<file path="src/hdl/cts_pkg.sv">
// ----------------------------------------------------------------------------
// cts_pkg
// Shared types and constants of the cosine top-k search unit.
// ----------------------------------------------------------------------------
package cts_pkg;

  localparam int unsigned VALUE_W   = 16;
  localparam int unsigned ID_W      = 64;
  localparam int unsigned SCORE_W   = 32;
  localparam int unsigned TOPK_W    = 5;
  localparam int unsigned VLEN_W    = 11;
  localparam int unsigned CFG_W     = 11;
  localparam int unsigned ROOT_BITS = 31;
  localparam int unsigned SCALE_SH  = 60;

  localparam logic REG_TOP_K         = 1'b0;
  localparam logic REG_VECTOR_LENGTH = 1'b1;

  localparam logic [SCORE_W-1:0] SCORE_MIN = 32'h8000_0000;

  typedef enum logic [3:0] {
    ST_IDLE,
    ST_MAC,
    ST_CHECK,
    ST_MUL,
    ST_PREP,
    ST_ROOT_A,
    ST_ROOT_B,
    ST_INSERT,
    ST_EMIT
  } cts_state_e;

  typedef struct packed {
    logic load;
    logic mac;
    logic mul_init;
    logic mul_step;
    logic prep;
    logic root_a;
    logic root_b;
    logic insert;
    logic pop;
  } cts_cmd_t;

  typedef struct packed {
    logic row_end;
    logic fin;
    logic qzero;
    logic rzero;
    logic mul_last;
    logic root_last;
    logic out_last;
  } cts_sts_t;

endpackage

</file>
<file path="src/hdl/cts_ctrl.sv">
// ----------------------------------------------------------------------------
// cts_ctrl
// Sequencer for element load, accumulate, scoring, insertion and emit.
// ----------------------------------------------------------------------------
module cts_ctrl
  import cts_pkg::*;
(
  input  logic     clk_i,
  input  logic     rst_ni,
  input  logic     in_valid_i,
  output logic     in_ready_o,
  output logic     out_valid_o,
  input  logic     out_ready_i,
  input  cts_sts_t sts_i,
  output cts_cmd_t cmd_o
);

  cts_state_e state_q, state_d;

  always_ff @(posedge clk_i or negedge rst_ni) begin
    if (!rst_ni) begin
      state_q <= ST_IDLE;
    end else begin
      state_q <= state_d;
    end
  end

  always_comb begin
    state_d     = state_q;
    cmd_o       = '0;
    in_ready_o  = 1'b0;
    out_valid_o = 1'b0;
    case (state_q)
      ST_IDLE: begin
        in_ready_o = 1'b1;
        if (in_valid_i) begin
          cmd_o.load = 1'b1;
          state_d    = ST_MAC;
        end
      end
      ST_MAC: begin
        cmd_o.mac = 1'b1;
        if (!sts_i.row_end) begin
          state_d = ST_IDLE;
        end else begin
          state_d = ST_CHECK;
        end
      end
      ST_CHECK: begin
        if (sts_i.qzero || sts_i.rzero) begin
          state_d = ST_INSERT;
        end else begin
          cmd_o.mul_init = 1'b1;
          state_d        = ST_MUL;
        end
      end
      ST_MUL: begin
        cmd_o.mul_step = 1'b1;
        if (sts_i.mul_last) begin
          state_d = ST_PREP;
        end
      end
      ST_PREP: begin
        cmd_o.prep = 1'b1;
        state_d    = ST_ROOT_A;
      end
      ST_ROOT_A: begin
        cmd_o.root_a = 1'b1;
        state_d      = ST_ROOT_B;
      end
      ST_ROOT_B: begin
        cmd_o.root_b = 1'b1;
        state_d      = sts_i.root_last ? ST_INSERT : ST_ROOT_A;
      end
      ST_INSERT: begin
        cmd_o.insert = 1'b1;
        state_d      = sts_i.fin ? ST_EMIT : ST_IDLE;
      end
      ST_EMIT: begin
        out_valid_o = 1'b1;
        if (out_ready_i) begin
          cmd_o.pop = 1'b1;
          if (sts_i.out_last) begin
            state_d = ST_IDLE;
          end
        end
      end
      default: state_d = ST_IDLE;
    endcase
  end

`ifndef SYNTH
  a_no_overlap: assert property (@(posedge clk_i) disable iff (!rst_ni)
    !(in_ready_o && out_valid_o))
    else $error("input and output open together");
  a_load_mac: assert property (@(posedge clk_i) disable iff (!rst_ni)
    cmd_o.load |=> state_q == ST_MAC)
    else $error("accepted word not accumulated");
  a_root_done: assert property (@(posedge clk_i) disable iff (!rst_ni)
    (cmd_o.root_b && sts_i.root_last) |=> state_q == ST_INSERT)
    else $error("root search did not end in insertion");
  a_emit_last: assert property (@(posedge clk_i) disable iff (!rst_ni)
    (cmd_o.pop && sts_i.out_last) |=> in_ready_o)
    else $error("no return to idle after last word");
`endif

endmodule

</file>
<file path="config.mk">
export PLATFORM = sky130hd
export DESIGN_NAME = cts_ctrl
export DESIGN_NICKNAME = d
export VERILOG_FILES = /design/src/hdl/cts_pkg.sv /design/src/hdl/cts_ctrl.sv
export SDC_FILE = /design/constraint.sdc
export NUM_CORES = 1
export LEC_CHECK = 0
export BUFFER_PORTS_ARGS = -buffer_cell sky130_fd_sc_hd__buf_2
export CAP_MARGIN = 20
export CORE_AREA = 2 2 39 41
export DETAILED_ROUTE_END_ITERATION = 8
export DIE_AREA = 0 0 41 43
export GPL_TIMING_DRIVEN = 0
export MAX_ROUTING_LAYER = met4
export REMOVE_ABC_BUFFERS = 1
export SLEW_MARGIN = 20
export SYNTH_ARGS = -nofsm -noshare
export SYNTH_HDL_FRONTEND = slang
export SYNTH_SLANG_ARGS = --single-unit
</file>
<file path="constraint.sdc">
create_clock -name clk_i -period 1.9 [get_ports clk_i]
set_input_delay 0.475 -clock clk_i [delete_from_list [all_inputs] [get_ports clk_i]]
set_output_delay 0.475 -clock clk_i [all_outputs]
set_load 0.01 [all_outputs]
</file>
### Yosys cells after proc, flatten, opt, wreduce, memory -nomap -nowiden

Index checks and enable logic that the tools add are counted.
Widths: inputs -> output; s select.

* bits of input ports: 11
* word-level logic and storage cells: 39
* flip-flop bits (word level): 4
* output and inout port bits: 11

* equal/unequal tests: 12
* multiplexer cells: 23
* reductions and logical operators: 3

Operators by type and width (count)
* $pmux 4 s9: 1
* $mux 4: 5
* $eq 4x3->1 const B: 4
* $mux 1: 14
* $eq 4x2->1 const B: 2
* $ne 2x2->1 const B: 4
* $eq 4x1->1 const B: 1
* $eq 4x4->1 const B: 1
* $logic_not 4->1: 1
* $mux 2: 2
* $reduce_and 4->1: 1
* $mux 3: 1
* $logic_or 1x1->1: 1

### Logic depth before layout (Yosys ltp)

* depth after elaboration: 3
* mapped depth: 4

### Least setup slack after synthesis

No wires, ideal clock.

* path type: register -> output
* start: reg state_q[1]
* end: out cmd_o[0] in the netlist's numbering
* setup slack: 0.260 ns
* data arrival time: 1.165 ns
* cell stages (with the launch flop): 4
* path buffers: 1
* data required time: 1.425 ns
* cell sequence: dfrtp_1 > buf_2 > nor4b_2 > and2_1

RTL lines
* start, declared: line cts_ctrl.sv:18 `cts_state_e state_q, state_d;`
* start signal, assigned: line cts_ctrl.sv:24 `state_q <= state_d;`
* end, declared: line cts_ctrl.sv:15 `output cts_cmd_t cmd_o`

==> run summary <==
Cell at the root of the clock tree: clkbuf_4. The area overhead of the layout relative to synthesis is 59.11%. Setup repair after global routing could not meet its margin everywhere.

The library cell used most frequently in the layout, excluding fill and tap cells, is buf_2. Data arrives at the worst endpoint at 1.38 ns. The critical path's largest stage delay is 0.53 ns, and the final number of max-transition violations is 0.

In this run the worst hold path is classified as in -> async. From bottom edge to top edge, the die measures 43 µm. The count of buffer and inverter cells on the critical path was 1.

Row generation in the floorplan step produced 14 rows. After detailed placement, the design holds a cell count of 72. The run gives 0.003763 ns as the final setup skew. For the sequential fraction of the synthesis area, the log shows 0.3239. 22 I/O pins were placed. Setup violations remaining at the end of the flow were counted as 0. For the overall die area, the log shows 1763 µm². The async set-or-reset flop fraction in the synthesized netlist came out at 1.000. The synthesized design spends more area on one cell type than any other, namely dfrtp_1. The tools report the total wire length after detailed routing as 820 µm.

The detailed router finished its first iteration with 5 violations. The tools report the initial core utilization as 0.2233. A synthesized cell averages 7.924 µm². Kind of cell adding the most delay to the critical path: simple AND/OR/NAND/NOR gates. The final critical-path required period came out at 1.856 ns. The register with the most flip-flops in the final layout is state_q.

Summed over all failing endpoints, the final setup total negative slack is 0 ns. The overall routing resource usage is 0.1186. Walking the worst path, the cells encountered are or4_4 > nor2_4 > buf_6.

Master of the slowest instance on the critical path: or4_4. The longest clock path from root to sink contains 2 buffers. After detailed routing, the average wire length per cell comes to 10.38 µm. The worst setup path is captured at a primary output. The via count is 361, and the largest voltage drop on the vdd net is 0.5229 mV.

Synthesis instantiated 20 different standard cells from the library. Overflow left after global routing: 0. The final count of hold timing violations was 0.

The run gives 0.0007455 W as the final total power. The flip-flop count of the largest register, all copies and words added works out to 4. For this design, the sink count on the clock tree is 4. For this run, the number of standard cells in the final layout without fillers is 79. Achievable clock frequency: 0.5388 GHz. After clock tree synthesis, the clock-pin slew on the worst setup and hold paths is 0.04 ns. Along the worst path, the maximum fanout reaches 3. The later pin in the worst-skew pair is clocked with a latency of 0.23 ns. In this run, synthesis produced a sequential element count of 4. Entering global routing, the biggest net connects 11 pins. The largest registers in the layout are state_q (4).

The die is 41 µm wide. The count of nets left with antenna violations once routing finished came out at 0. The number of antenna violations at the first check in global routing is 0.

The TritonCTS buffer count is 3. For the number of global-route vias before repair, the log shows 321. For the total half-perimeter wirelength after legalization and detailed placement, the log shows 590.1 µm. The H-tree level count is 1, and the count of port buffers added during placement is 21. The first global-routing pass estimated 1359 µm of wire.

Routability-driven placement finished with a final weighted congestion of 0.7524. In the routed design, unresolved DRC markers number 0. The vias per cell is 4.570. The final critical-path share of the clock period works out to 0.9769.

Leaving out fill and tap cells, the most frequent cells in the layout are 20 x buf_2, 5 x nor2_1, 4 x buf_4, 4 x dfrtp_2. Sorting the synthesized cells by area gives the leading types as dfrtp_1 32%, nor2_1 7.3%, nand2b_1 6.1%. The core region is 1384 µm². The relative max-transition margin was 0.8244; the post-layout net count was 76. The tools report the first-pass iteration count of the detailed router as 4. For the pin with the worst max-slew slack, the measured transition is 0.2610 ns. Counting every instance in the synthesized netlist gives 39. TritonCTS built the clock tree.

Type of the worst setup path: reg -> out. Summing every instance area after synthesis gives 309.0 µm². 0 antenna diodes ended up in the layout. The flip-flop cell with the highest count after synthesis was dfrtp_1. The worst setup path is launched from a flop.

The analysis attributes to cell leakage a power of 0.2427 nW. The required arrival time at the worst endpoint is 1.42 ns. Dividing total power by cell area gives a power density of 1516 nW/µm². The share of Yosys cell area claimed by the top area cell type came out at 0.3239. The run finished with clean final reports. The ratio of cells with drive above 1 in the final layout is 0.5714, and the Yosys warning count is 0. The synthesized design contains 0 enable-type register cells. Max-cap violations in this run came to 0.
## worst paths after layout
kind	start	to	slack, ns	cells after the start
max in group asynchronous	rst_ni	state_q[2]	1.73	1
hold / removal	rst_ni	state_q[1]	0.04	1
hold reg to reg	state_q[3]	state_q[0]	0.61	2
min in group clk_i	sts_i[5]	state_q[3]	0.47	2
setup / recovery	state_q[3]	cmd_o[6]	0.04	3
setup reg to reg	state_q[2]	state_q[1]	0.74	4
## cells in the mapped netlist (2+ instances only)
cell / number
nand2b_1: 3
buf_2: 3
and2_1: 2
nand2_1: 3
nor2_1: 6
a21oi_1: 2
nor4_1: 2
dfrtp_1: 4
nor3_1: 3
## where the power goes
part / total, W / internal (W) / switching, W
clock: 0.000101 / 0.0000703 / 0.0000307
combinational: 0.000423 / 0.000206 / 0.000216
sequential: 0.000222 / 0.000134 / 0.0000882
total: 0.000746 / 0.000410 / 0.000335
## cell families (layout without fill, tap and decap cells)
kind of cell	Yosys count	after routing	synth area share
AOI/OAI and AO/OA	8	8	0.1660
buffers and inverters	5	29	0.09714
DFF	4	4	0.3239
and+or+nand+nor	22	22	0.4129
## layout make-up
class                      instances  area (µm²)
fill                             146       892.1
multi-input combinational         30       198.9
tap                               16       20.02
sequential                         4       105.1
inverter                           1       3.754
clock buffer                       3       22.52
timing repair buffer              25       141.4
## what timing repair did
action,CTS,global route
endpoints found under the setup margin,1,3
hold buffers,0,0
buffers inserted,4,0
pin swaps,0,2
gates resized for setup,2,7
## worst reg2reg max path, stage by stage (launching register included)
cell,delay [ns]
dfrtp_2,0.41
buf_4,0.17
o21ai_1,0.15
o21ai_0,0.10
a211oi_1,0.24
## metrics by stage
step / cell area (µm²) / utilization / setup slack (ns) / hold WS [ns]
floorplan: 282.8 / - / 0.2515 / 0.1794
global placement: 407.9 / 0.2948 / 0.1568 / 0.2801
detailed placement: 407.9 / 0.2948 / 0.1361 / 0.2833
CTS: 462.9 / 0.3345 / 0.006715 / 0.03590
global route: 491.7 / 0.3553 / 0.001004 / 0.02967
finish: 491.7 / 0.3553 / 0.04388 / 0.03905
## per-layer routing
layer / wire (µm) / vias up / global-route usage
li1: - / 189 / -
met1: 399 / 155 / 0.1748
met2: 354 / 17 / 0.1344
met3: 65 / 0 / 0.04712
met4: 0 / 0 / 0.06000
met5: 0 / - / -
Note: power is estimated with default switching activity, not from simulation.
